--- src/sv/tkga_pkg.sv ---
// ----------------------------------------------------------------------------
// Trivector kernel gradient accumulator package
// Shared widths and the request record passed from the front to the back.
// ----------------------------------------------------------------------------
package tkga_pkg;

    // Sample and arithmetic widths
    localparam int SAMPLE_W = 16;
    localparam int PROD_W   = 2 * SAMPLE_W;         // f component times kernel lane
    localparam int MIX_W    = PROD_W + 2;           // sum of three products
    localparam int DOT_W    = SAMPLE_W + MIX_W;     // g component times mixed lane
    localparam int TERM_W   = DOT_W + 3;            // sum of three, doubled
    localparam int ACC_W    = 64;
    localparam int LANES    = 4;

    // Queue between front and back
    localparam int QUEUE_DEPTH = 4;
    localparam int QPTR_W      = $clog2(QUEUE_DEPTH);

    // Saturation limits of one accumulator lane
    localparam logic [ACC_W-1:0] LANE_MIN = {1'b1, {(ACC_W-1){1'b0}}};
    localparam logic [ACC_W-1:0] LANE_MAX = {1'b0, {(ACC_W-1){1'b1}}};

    typedef logic signed [SAMPLE_W-1:0] sample_t;
    typedef logic signed [ACC_W-1:0]    acc_t;

    // Classified request: forward vector, gradient vector, kernel, run end
    typedef struct packed {
        sample_t f_x;
        sample_t f_y;
        sample_t f_z;
        sample_t g_x;
        sample_t g_y;
        sample_t g_z;
        sample_t q_0;
        sample_t q_1;
        sample_t q_2;
        sample_t q_3;
        logic    last;
    } work_t;

endpackage

--- src/sv/tkga_queue.sv ---
// ----------------------------------------------------------------------------
// Trivector kernel gradient accumulator request queue
// Small first-in first-out buffer that decouples the front from the back.
// ----------------------------------------------------------------------------
module tkga_queue (
    input  logic                 clk,
    input  logic                 rst_n,
    input  logic                 push,
    input  tkga_pkg::work_t      push_data,
    output logic                 full,
    input  logic                 pop,
    output logic                 not_empty,
    output tkga_pkg::work_t      pop_data
);
    import tkga_pkg::*;

    work_t             entry_reg [QUEUE_DEPTH];
    logic [QPTR_W-1:0] wr_ptr_reg;
    logic [QPTR_W-1:0] wr_ptr_next;
    logic [QPTR_W-1:0] rd_ptr_reg;
    logic [QPTR_W-1:0] rd_ptr_next;
    logic [QPTR_W:0]   count_reg;
    logic [QPTR_W:0]   count_next;

    assign full      = (count_reg == (QPTR_W+1)'(QUEUE_DEPTH));
    assign not_empty = (count_reg != '0);
    assign pop_data  = entry_reg[rd_ptr_reg];

    // Pointer and fill count update.
    always_comb
    begin
        wr_ptr_next = wr_ptr_reg;
        rd_ptr_next = rd_ptr_reg;
        count_next  = count_reg;
        if (push)
        begin
            wr_ptr_next = wr_ptr_reg + 1'b1;
        end
        if (pop)
        begin
            rd_ptr_next = rd_ptr_reg + 1'b1;
        end
        if (push && !pop)
        begin
            count_next = count_reg + 1'b1;
        end
        else if (pop && !push)
        begin
            count_next = count_reg - 1'b1;
        end
    end

    always_ff @(posedge clk or negedge rst_n)
    begin
        if (!rst_n)
        begin
            wr_ptr_reg <= '0;
            rd_ptr_reg <= '0;
            count_reg  <= '0;
        end
        else
        begin
            wr_ptr_reg <= wr_ptr_next;
            rd_ptr_reg <= rd_ptr_next;
            count_reg  <= count_next;
        end
    end

    // Entry storage.
    always_ff @(posedge clk)
    begin
        if (push)
        begin
            entry_reg[wr_ptr_reg] <= push_data;
        end
    end

endmodule

--- config.mk ---
export PLATFORM = sky130hd
export DESIGN_NAME = tkga_queue
export DESIGN_NICKNAME = d
export VERILOG_FILES = /design/src/sv/tkga_pkg.sv /design/src/sv/tkga_queue.sv
export SDC_FILE = /design/constraint.sdc
export NUM_CORES = 1
export LEC_CHECK = 0
export BUFFER_PORTS_ARGS = -buffer_cell sky130_fd_sc_hd__buf_4
export CORE_MARGIN = 1.5
export CORE_UTILIZATION = 49
export DETAILED_ROUTE_END_ITERATION = 6
export PLACE_DENSITY = 0.77
export SLEW_MARGIN = 5
export SYNTH_ARGS = -nofsm -noshare
export SYNTH_HDL_FRONTEND = slang
export SYNTH_SLANG_ARGS = --single-unit
--- constraint.sdc ---
create_clock -name clk -period 9.9 [get_ports clk]
set_clock_uncertainty 0.15 [all_clocks]
set_input_delay 0.99 -clock clk [delete_from_list [all_inputs] [get_ports clk]]
set_output_delay 0.99 -clock clk [all_outputs]
set_load 0.02 [all_outputs]
==> flow_metrics.env <==
export IMPL_outcome="finished clean"
export IMPL_num_io_pins=328
export IMPL_ir_drop_mv=0.196
export IMPL_routedWlPerCell_um=23.5
export IMPL_r2r_start="wr_ptr_reg[0]"
export IMPL_cts_made_buffers=66
export IMPL_nFillCells=3238
export IMPL_ant_nets=0
export IMPL_synth_top_cell_area_share_pct=82.0
export IMPL_worst_setup_path_start_kind="flip-flop"
export IMPL_grt_pass1_wl_um=67800
export IMPL_r2r_end="entry_reg[2][72]"
export IMPL_clockRootBuffer="clkbuf_16"
export IMPL_num_vias=10400
export IMPL_synthToLayoutAreaGrowth_pct=22.2
export IMPL_viasPerCell=5.46
export IMPL_path_buf_inv=2
export IMPL_die_height_um=222
export IMPL_multi_input_area_mm2=0.00384
export IMPL_grt_total_usage_pct=18.4
export IMPL_start_util_pct=49.5
export IMPL_setup_viol=0
export IMPL_synth_flop_cell="edfxtp_1"
export IMPL_largest_reg_flops=644
export IMPL_core_mm2=0.0476
export IMPL_cap_violations=0
export IMPL_final_core_util_pct=60.5
export IMPL_synthTopCellsByArea="edfxtp_1, mux4_2, dfrtp_1, buf_6, buf_2"
export IMPL_rsz0062_at_grt="false"
export IMPL_layout_min_cycle_time_ns=4.47
export IMPL_cts_hold_buffers=0
export IMPL_r2r_slack_ns=6.99
export IMPL_synth_seq_area_share_pct=82.7
export IMPL_htreeDepth=3
export IMPL_dpl_cell_count=1793
export IMPL_antenna_found_initial=2
export IMPL_synthesis_nets=1046
export IMPL_grt_pass1_vias=11100
export IMPL_routed_wl_um=44800
export IMPL_gp_congestion=0.748
export IMPL_synth_top_area_cell="edfxtp_1"
export IMPL_clkLatencyLatePin_ns=0.58
export IMPL_path_cells="buf_4, mux4_2, buf_4"
export IMPL_critPathKind="flip-flop to primary output"
export IMPL_die_width_um=222
export IMPL_arrival_ns=3.33
export IMPL_stdcell_count=1912
export IMPL_avgSynthCellArea_um2=27.0
export IMPL_power_mw=9.08
export IMPL_dieArea_mm2=0.0495
export IMPL_worstMarginPinSlew_ns=1.08
export IMPL_required_ns=8.76
export IMPL_crit_path_max_incr_delay_ns=1.00
export IMPL_slew_headroom_pct=28.0
export IMPL_fmax_ghz=0.224
export IMPL_synthCells=875
export IMPL_crit_fanout=47
export IMPL_endpoint_kind="primary output"
export IMPL_clk_pin_slew_ns=0.06
export IMPL_cts_resized=0
export IMPL_dpl_hpwl_um=26700
export IMPL_cts_setup_buffers=0
export IMPL_first_pass_iters=5
export IMPL_syn_area_mm2=0.0236
export IMPL_path_depth=3
export IMPL_drive_above_1_share_pct=46.5
export IMPL_overflow=0
export IMPL_fin_crit_sh_pct=45.1
export IMPL_synth_cell_types=20
export IMPL_leakage_nw=9.81
export IMPL_powerDensity_mw_per_mm2=315
export IMPL_synth_warnings=0
export IMPL_cpMostUsedCell="buf_4"
export IMPL_rr_worst_depth=4
export IMPL_finalHoldViolations=0
export IMPL_slew_violations=0
export IMPL_tns_ns=0
export IMPL_ys_ff_latch=651
export IMPL_fin_nets=1417
export IMPL_register_area_mm2=0.0195
export IMPL_cts_tree="done"
export IMPL_hold_path_class="input pin to async pin"
export IMPL_grt_max_degree=76
export IMPL_rows=80
export IMPL_synth_async_reset_ratio_pct=1.08
export IMPL_synth_edf_count=644
export IMPL_clockBufferDepth=3
export IMPL_cpMaxStageDelayCell="dfrtp_4"
export IMPL_route_detailed_drc=0
export IMPL_cts_sinks=651
export IMPL_first_iter_violations=642
export IMPL_path_delay_family="buffers and inverters"
export IMPL_io_buffers=327
-- layer usage --
metal	track usage (%)	share of wire [%]	vias to the layer above
met3	5.04	7.0	68
met4	6.63	2.3	2
met5	0	0.029	-
li1	-	-	4540
met1	23.9	40	5520
met2	30.1	51	319
-- worst max-delay path by stage --
stage	startpoint	to	slack, ns
after floorplan	push	entry_reg[1][0]	4.55
after global placement	rd_ptr_reg[0]	pop_data[64]	5.96
after detailed placement	rd_ptr_reg[0]	pop_data[64]	5.94
after CTS	rd_ptr_reg[0]	pop_data[64]	5.29
after global routing	rd_ptr_reg[0]	pop_data[64]	5.12
final	rd_ptr_reg[0]	pop_data[72]	5.43
-- kinds of logic after synthesis --
family                     count (synthesis)  synth area share [%]
AOI/OAI and AO/OA                          1                0.0212
buffers and inverters                     40                  1.04
muxes                                    162                  15.4
DFF                                      651                  82.7
adders and majority gates                  6                 0.350
xor gates and xnor gates                   6                 0.223
and+or+nand+nor                            9                 0.212
-- placed cells by master, fill, tap and decap left out --
cell type / instances
nand2_1: 2
clkinv_1: 13
buf_4: 338
clkinv_2: 11
inv_6: 2
bufinv_16: 5
fa_1: 1
clkinv_4: 1
dfrtp_1: 5
mux2_2: 1
clkbuf_1: 9
or3_1: 1
xnor2_1: 2
clkbuf_16: 68
edfxtp_1: 644
clkinv_8: 3
inv_1: 4
dfrtp_4: 2
clkbuf_8: 2
diode_2: 1
xor2_1: 4
and2_4: 4
buf_12: 1
clkinvlp_4: 4
nor3b_1: 1
nor2_1: 1
o21ai_0: 1
mux4_2: 161
ha_1: 5
-- synth_stat cells, types with 2 or more instances --
cell        n
edfxtp_1  644
xor2_1      4
buf_1       2
nand2_1     2
ha_1        5
buf_2      19
inv_1       4
buf_6       9
xnor2_1     2
clkbuf_1    5
and2_1      4
dfrtp_1     7
mux4_2    161
-- stage by stage --
stage	hold slack [ns]	cell area, µm²	setup WS [ns]
after floorplan	0.299	23600	4.55
after global placement	0.317	26700	5.96
after detailed placement	0.341	26700	5.94
after CTS	0.00949	28800	5.29
after global routing	0.0229	28800	5.12
final	0.0534	28800	5.43
-- report_power, final --
part,internal [mW],switching (mW)
Sequential,3.61,0.205
Clock,1.41,0.990
Combinational,1.29,1.57
Total,6.31,2.76
-- worst register-to-register path: stages, from the launching register on --
cell     delay [ns]
dfrtp_1        0.43
inv_1          0.11
ha_1           0.14
and2_4         0.82
buf_4          0.76
-- cell type report --
type	count	share of cell area [%]
diodes	1	0.00868
clock buffers	79	6.12
clock inverters	39	1.25
inverters	4	0.0521
multi-input cells	184	13.3
flip-flops and latches	651	67.7
well taps	615	2.67
repair buffers	339	8.87
(Power assumes the default switching activity.)
