`src/sv/tkga_pkg.sv`:
```
// ----------------------------------------------------------------------------
// Trivector kernel gradient accumulator package
// Shared widths and the request record passed from the front to the back.
// ----------------------------------------------------------------------------
package tkga_pkg;

    // Sample and arithmetic widths
    localparam int SAMPLE_W = 16;
    localparam int PROD_W   = 2 * SAMPLE_W;         // f component times kernel lane
    localparam int MIX_W    = PROD_W + 2;           // sum of three products
    localparam int DOT_W    = SAMPLE_W + MIX_W;     // g component times mixed lane
    localparam int TERM_W   = DOT_W + 3;            // sum of three, doubled
    localparam int ACC_W    = 64;
    localparam int LANES    = 4;

    // Queue between front and back
    localparam int QUEUE_DEPTH = 4;
    localparam int QPTR_W      = $clog2(QUEUE_DEPTH);

    // Saturation limits of one accumulator lane
    localparam logic [ACC_W-1:0] LANE_MIN = {1'b1, {(ACC_W-1){1'b0}}};
    localparam logic [ACC_W-1:0] LANE_MAX = {1'b0, {(ACC_W-1){1'b1}}};

    typedef logic signed [SAMPLE_W-1:0] sample_t;
    typedef logic signed [ACC_W-1:0]    acc_t;

    // Classified request: forward vector, gradient vector, kernel, run end
    typedef struct packed {
        sample_t f_x;
        sample_t f_y;
        sample_t f_z;
        sample_t g_x;
        sample_t g_y;
        sample_t g_z;
        sample_t q_0;
        sample_t q_1;
        sample_t q_2;
        sample_t q_3;
        logic    last;
    } work_t;

endpackage

```
`src/sv/tkga_if.sv`:
```
// ----------------------------------------------------------------------------
// Trivector kernel gradient accumulator channels
// Valid/ready channels for incoming requests and outgoing gradient sums.
// ----------------------------------------------------------------------------
interface tkga_item_if;
    import tkga_pkg::*;

    logic    valid;
    logic    ready;
    sample_t in_x;
    sample_t in_y;
    sample_t in_z;
    sample_t out_x;
    sample_t out_y;
    sample_t out_z;
    sample_t kern_x;
    sample_t kern_y;
    sample_t kern_z;
    sample_t kern_w;
    logic    last;

    modport source (
        output valid, in_x, in_y, in_z, out_x, out_y, out_z,
               kern_x, kern_y, kern_z, kern_w, last,
        input  ready
    );
    modport sink (
        input  valid, in_x, in_y, in_z, out_x, out_y, out_z,
               kern_x, kern_y, kern_z, kern_w, last,
        output ready
    );
endinterface


```
`src/sv/tkga_front.sv`:
```
// ----------------------------------------------------------------------------
// Trivector kernel gradient accumulator front end
// Holds the role swap setting, accepts requests and sorts their vectors into
// forward and gradient roles before they enter the queue.
// ----------------------------------------------------------------------------
module tkga_front (
    input  logic                 clk,
    input  logic                 rst_n,
    input  logic                 cfg_wr_en,
    input  logic                 cfg_wr_data,
    tkga_item_if.sink            item,
    input  logic                 queue_full,
    output logic                 push,
    output tkga_pkg::work_t      push_data
);
    import tkga_pkg::*;

    logic swap_reg;
    logic swap_next;

    // Role swap register; the user must write it only while the block is idle, which the block itself does not enforce.
    always_comb
    begin
        swap_next = swap_reg;
        if (cfg_wr_en)
        begin
            swap_next = cfg_wr_data;
        end
    end

    always_ff @(posedge clk or negedge rst_n)
    begin
        if (!rst_n)
        begin
            swap_reg <= 1'b0;
        end
        else
        begin
            swap_reg <= swap_next;
        end
    end

    // A request is taken whenever the queue has room.
    assign item.ready = !queue_full;
    assign push       = item.valid && !queue_full;

    // Pick forward and gradient vectors according to the role setting.
    always_comb
    begin
        if (swap_reg)
        begin
            push_data.f_x = item.out_x;
            push_data.f_y = item.out_y;
            push_data.f_z = item.out_z;
            push_data.g_x = item.in_x;
            push_data.g_y = item.in_y;
            push_data.g_z = item.in_z;
        end
        else
        begin
            push_data.f_x = item.in_x;
            push_data.f_y = item.in_y;
            push_data.f_z = item.in_z;
            push_data.g_x = item.out_x;
            push_data.g_y = item.out_y;
            push_data.g_z = item.out_z;
        end
        push_data.q_0  = item.kern_x;
        push_data.q_1  = item.kern_y;
        push_data.q_2  = item.kern_z;
        push_data.q_3  = item.kern_w;
        push_data.last = item.last;
    end

endmodule

```
`src/flat_wrapper.sv`:
```
// flat-port wrapper written by rule: the top's interface ports become plain ports
module tkga_front_flat import tkga_pkg::*;
  (clk, rst_n, cfg_wr_en, cfg_wr_data, queue_full, push, push_data, item_valid, item_in_x, item_in_y, item_in_z, item_out_x, item_out_y, item_out_z, item_kern_x, item_kern_y, item_kern_z, item_kern_w, item_last, item_ready);
  tkga_item_if item_i ();
  input  logic clk;
  input  logic rst_n;
  input  logic cfg_wr_en;
  input  logic cfg_wr_data;
  input  logic queue_full;
  output logic push;
  output tkga_pkg::work_t push_data;
  input wire logic [$bits(item_i.valid)-1:0] item_valid;
  input wire logic [$bits(item_i.in_x)-1:0] item_in_x;
  input wire logic [$bits(item_i.in_y)-1:0] item_in_y;
  input wire logic [$bits(item_i.in_z)-1:0] item_in_z;
  input wire logic [$bits(item_i.out_x)-1:0] item_out_x;
  input wire logic [$bits(item_i.out_y)-1:0] item_out_y;
  input wire logic [$bits(item_i.out_z)-1:0] item_out_z;
  input wire logic [$bits(item_i.kern_x)-1:0] item_kern_x;
  input wire logic [$bits(item_i.kern_y)-1:0] item_kern_y;
  input wire logic [$bits(item_i.kern_z)-1:0] item_kern_z;
  input wire logic [$bits(item_i.kern_w)-1:0] item_kern_w;
  input wire logic [$bits(item_i.last)-1:0] item_last;
  output wire logic [$bits(item_i.ready)-1:0] item_ready;
  assign item_i.valid = item_valid;
  assign item_i.in_x = item_in_x;
  assign item_i.in_y = item_in_y;
  assign item_i.in_z = item_in_z;
  assign item_i.out_x = item_out_x;
  assign item_i.out_y = item_out_y;
  assign item_i.out_z = item_out_z;
  assign item_i.kern_x = item_kern_x;
  assign item_i.kern_y = item_kern_y;
  assign item_i.kern_z = item_kern_z;
  assign item_i.kern_w = item_kern_w;
  assign item_i.last = item_last;
  assign item_ready = item_i.ready;
  tkga_front u_core (.clk(clk), .rst_n(rst_n), .cfg_wr_en(cfg_wr_en), .cfg_wr_data(cfg_wr_data), .item(item_i), .queue_full(queue_full), .push(push), .push_data(push_data));
endmodule
```
`config.mk`:
```
export PLATFORM = sky130hd
export DESIGN_NAME = tkga_front_flat
export DESIGN_NICKNAME = d
export VERILOG_FILES = /design/src/sv/tkga_pkg.sv /design/src/sv/tkga_if.sv /design/src/sv/tkga_front.sv /design/src/flat_wrapper.sv
export SDC_FILE = /design/constraint.sdc
export NUM_CORES = 1
export LEC_CHECK = 0
export ABC_AREA = 1
export BUFFER_PORTS_ARGS = -buffer_cell sky130_fd_sc_hd__buf_2
export CAP_MARGIN = 20
export CORE_AREA = 2 2 129 131
export CTS_CLUSTER_DIAMETER = 80
export DETAILED_ROUTE_END_ITERATION = 8
export DIE_AREA = 0 0 131 133
export GPL_TIMING_DRIVEN = 0
export HOLD_SLACK_MARGIN = 0.12
export PLACE_DENSITY = 0.52
export SLEW_MARGIN = 10
export SYNTH_ARGS = -nofsm -noshare
export SYNTH_HDL_FRONTEND = slang
export SYNTH_SLANG_ARGS = --single-unit
```
`constraint.sdc`:
```
create_clock -name clk -period 3.6 [get_ports clk]
set_input_delay 1.08 -clock clk [delete_from_list [all_inputs] [get_ports clk]]
set_output_delay 1.08 -clock clk [all_outputs]
set_load 0.005 [all_outputs]
```
==> metrics.md <==
| Metric | Value |
|---|---|
| Chip height | `roughly 130 µm` |
| Worst skew pair latency | `0 ns` |
| Max Freq | `about 400 MHz` |
| Final HPWL DP | `around 8000 µm` |
| Initial antenna violation count | `0` |
| Ant. Diodes | `0` |
| Full die area | `~0.017 mm²` |
| Final Hold Violating Endpoints | `0` |
| Power Total | `just over 0.5 mW` |
| Fin util | `0.208` |
| Io pins | `330` |
| Nets | `816` |
| PortBufs | `264` |
| CP top delay family | `buffers and inverters` |
| Met1 Usage GRT | `0.105` |
| Register bit count reported by yosys | `1` |
| Row count | `47` |
| Synth Warn # | `0` |
| Mapped Cells | `approximately 380` |
| Max stage delay on crit path | `roughly 0.13 ns` |
| Arrival time of the worst setup path | `around 1.5 ns` |
| Area of the mapped netlist | `between 0.0015 and 0.002 mm²` |
| Worst setup SP type | `input pin` |
| Layout cell share with drive strength beyond 1 | `0.543` |
| Commonest cells after routing, fill and taps aside | `nand2_1 (291), buf_2 (275), buf_4 (70)` |
| Vias in the first global route | `2502` |
| First-pass GRT wire length | `between 10000 and 15000 µm` |
| Postcts setup bufs | `0` |
| Pwr Density | `around 150 mW/mm²` |
| Max FO, Critical Path | `2` |
| Initial Utilization | `0.110` |
| Maxcap violations | `0` |
| ANT nets after route | `0` |
| Register area share after synthesis | `0.0141` |
| Slew @ Worst Pin | `0.240 ns` |
| DR vias/cell | `~3.5` |
| Worst hold path type | `input pin to asynchronous set/reset pin` |
| Final slew viol count | `0` |
| Fin crit share | `0.702` |
| Setup tns final | `0 ns` |
| Floorplan core area | `around 0.016 mm²` |
| Cell variety after synth | `8` |
| Tot GR Track Use | `0.0910` |
| Worst vdd rail ir drop | `about 40 µV` |
| WHS | `~0.85 ns` |
| Minimum clock period | `2.53 ns` |
| GRT met2 Usage | `0.188` |
| DRT Pass-1 Iters | `4` |
| DR vias | `slightly above 3000` |
| Setup ws final | `about 1.1 ns` |
| # DRC | `0` |
| GR Util met3 | `0.00687` |
| Crit path buffers/inverters | `2` |
| Clk slew on worst S/H paths | `0 ns` |
| Leak | `around 2.4 nW` |
| Setup Crit Path Kind | `input pin to primary output` |
| WL final | `9420 µm` |
| Hold Buf Count CTS | `0` |
| Gr ovfl total | `0` |
| Synthesized area per cell | `about 4.6 µm²` |
| RSZ-0062 raised after global routing | `no` |
| Largest register FFs | `1` |
| Die width | `131 µm` |
| Crit-path slowest cell | `buf_2` |
| Most common cell after layout, fill and taps aside | `nand2_1` |
| GPL Wtd Cong | `approximately 0.78` |
| # setup viols final | `0` |
| Critical-path cell list | `buf_2 -> nand2_1 -> nand2_1 -> buf_2` |
| Status | `finished, final reports clean` |
| Setup crit start | `item_in_z[4]` |
| Post-CTS sizing | `0` |
| Syn Nets | `550` |
| Drt wl/cell | `around 11 µm` |
| Worst R2R Start | `u_core.swap_reg$_DFFE_PN0P_` |
| Pre-CTS WS | `1.08 ns` |
| CP endpoint kind | `primary output` |
| Global routing's busiest layer | `met2` |
| Largest net degree at the start of global routing | `11` |
| Clk_skew | `0 ns` |
| CP required | `2.52 ns` |
| Syn-to-layout area delta | `90.0%` |
| Initial DRC Count | `97` |
| Relative slew slack | `0.840` |
cells by family (layout without fill, tap and decap cells):
logic type / Yosys count / after routing / share of synthesized area
buffers and inverters: 90 / 354 / 0.368
flip-flops: 1 / 1 / 0.0141
AND/OR/NAND/NOR: 292 / 292 / 0.618
routing by layer:
metal	routed length (µm)	vias up
li1	-	1590
met1	3670	1292
met2	4970	175
met3	790	0
met4	0	0
met5	0	-
cell usage after synthesis:
master | count | area (µm²)
buf_4 | 70 | 526
buf_6 | 5 | 56.3
inv_1 | 3 | 11.3
nor2_1 | 1 | 3.75
buf_2 | 11 | 55.1
nand2_1 | 291 | 1090
inv_2 | 1 | 3.75
dfrtp_1 | 1 | 25.0
final timing paths:
check                                         endpoint  slack [ns]  cells past startpoint
setup reg to reg           u_core.swap_reg$_DFFE_PN0P_        2.59                      4
setup / recovery                         push_data[69]        1.07                      4
hold / removal             u_core.swap_reg$_DFFE_PN0P_        0.85                      1
max in group asynchronous  u_core.swap_reg$_DFFE_PN0P_        2.66                      1
hold reg to reg            u_core.swap_reg$_DFFE_PN0P_        0.91                      4
min in group clk           u_core.swap_reg$_DFFE_PN0P_        0.91                      4
per-stage QoR:
stage / cell area [µm²] / std cells
global placement: 3370 / 867
finish: 3370 / 867
detailed placement: 3370 / 867
floorplan: 1770 / 383
CTS: 3370 / 867
global route: 3370 / 867
area by class of cell:
type,instances,area (µm²)
Inverter,4,15.0
Multi-Input combinational cell,292,1100
Timing Repair Buffer,264,1320
Fill cell,1920,12800
Tap cell,220,275
Sequential cell,1,25.0
Buffer,86,637
where the power goes:
| part | switching (mW) | internal (mW) |
|---|---|---|
| sequential | 0.000254 | 0.0124 |
| clock | 0 | 0 |
| combinational | 0.251 | 0.254 |
worst reg2reg max path: cells and delay by family, from the launching register on:
kind	cells	cell delay (ns)
buffers and inverters	2	0.36
flip-flops	1	0.34
AND/OR/NAND/NOR	2	0.17
Power figures use the tool's default switching activity.
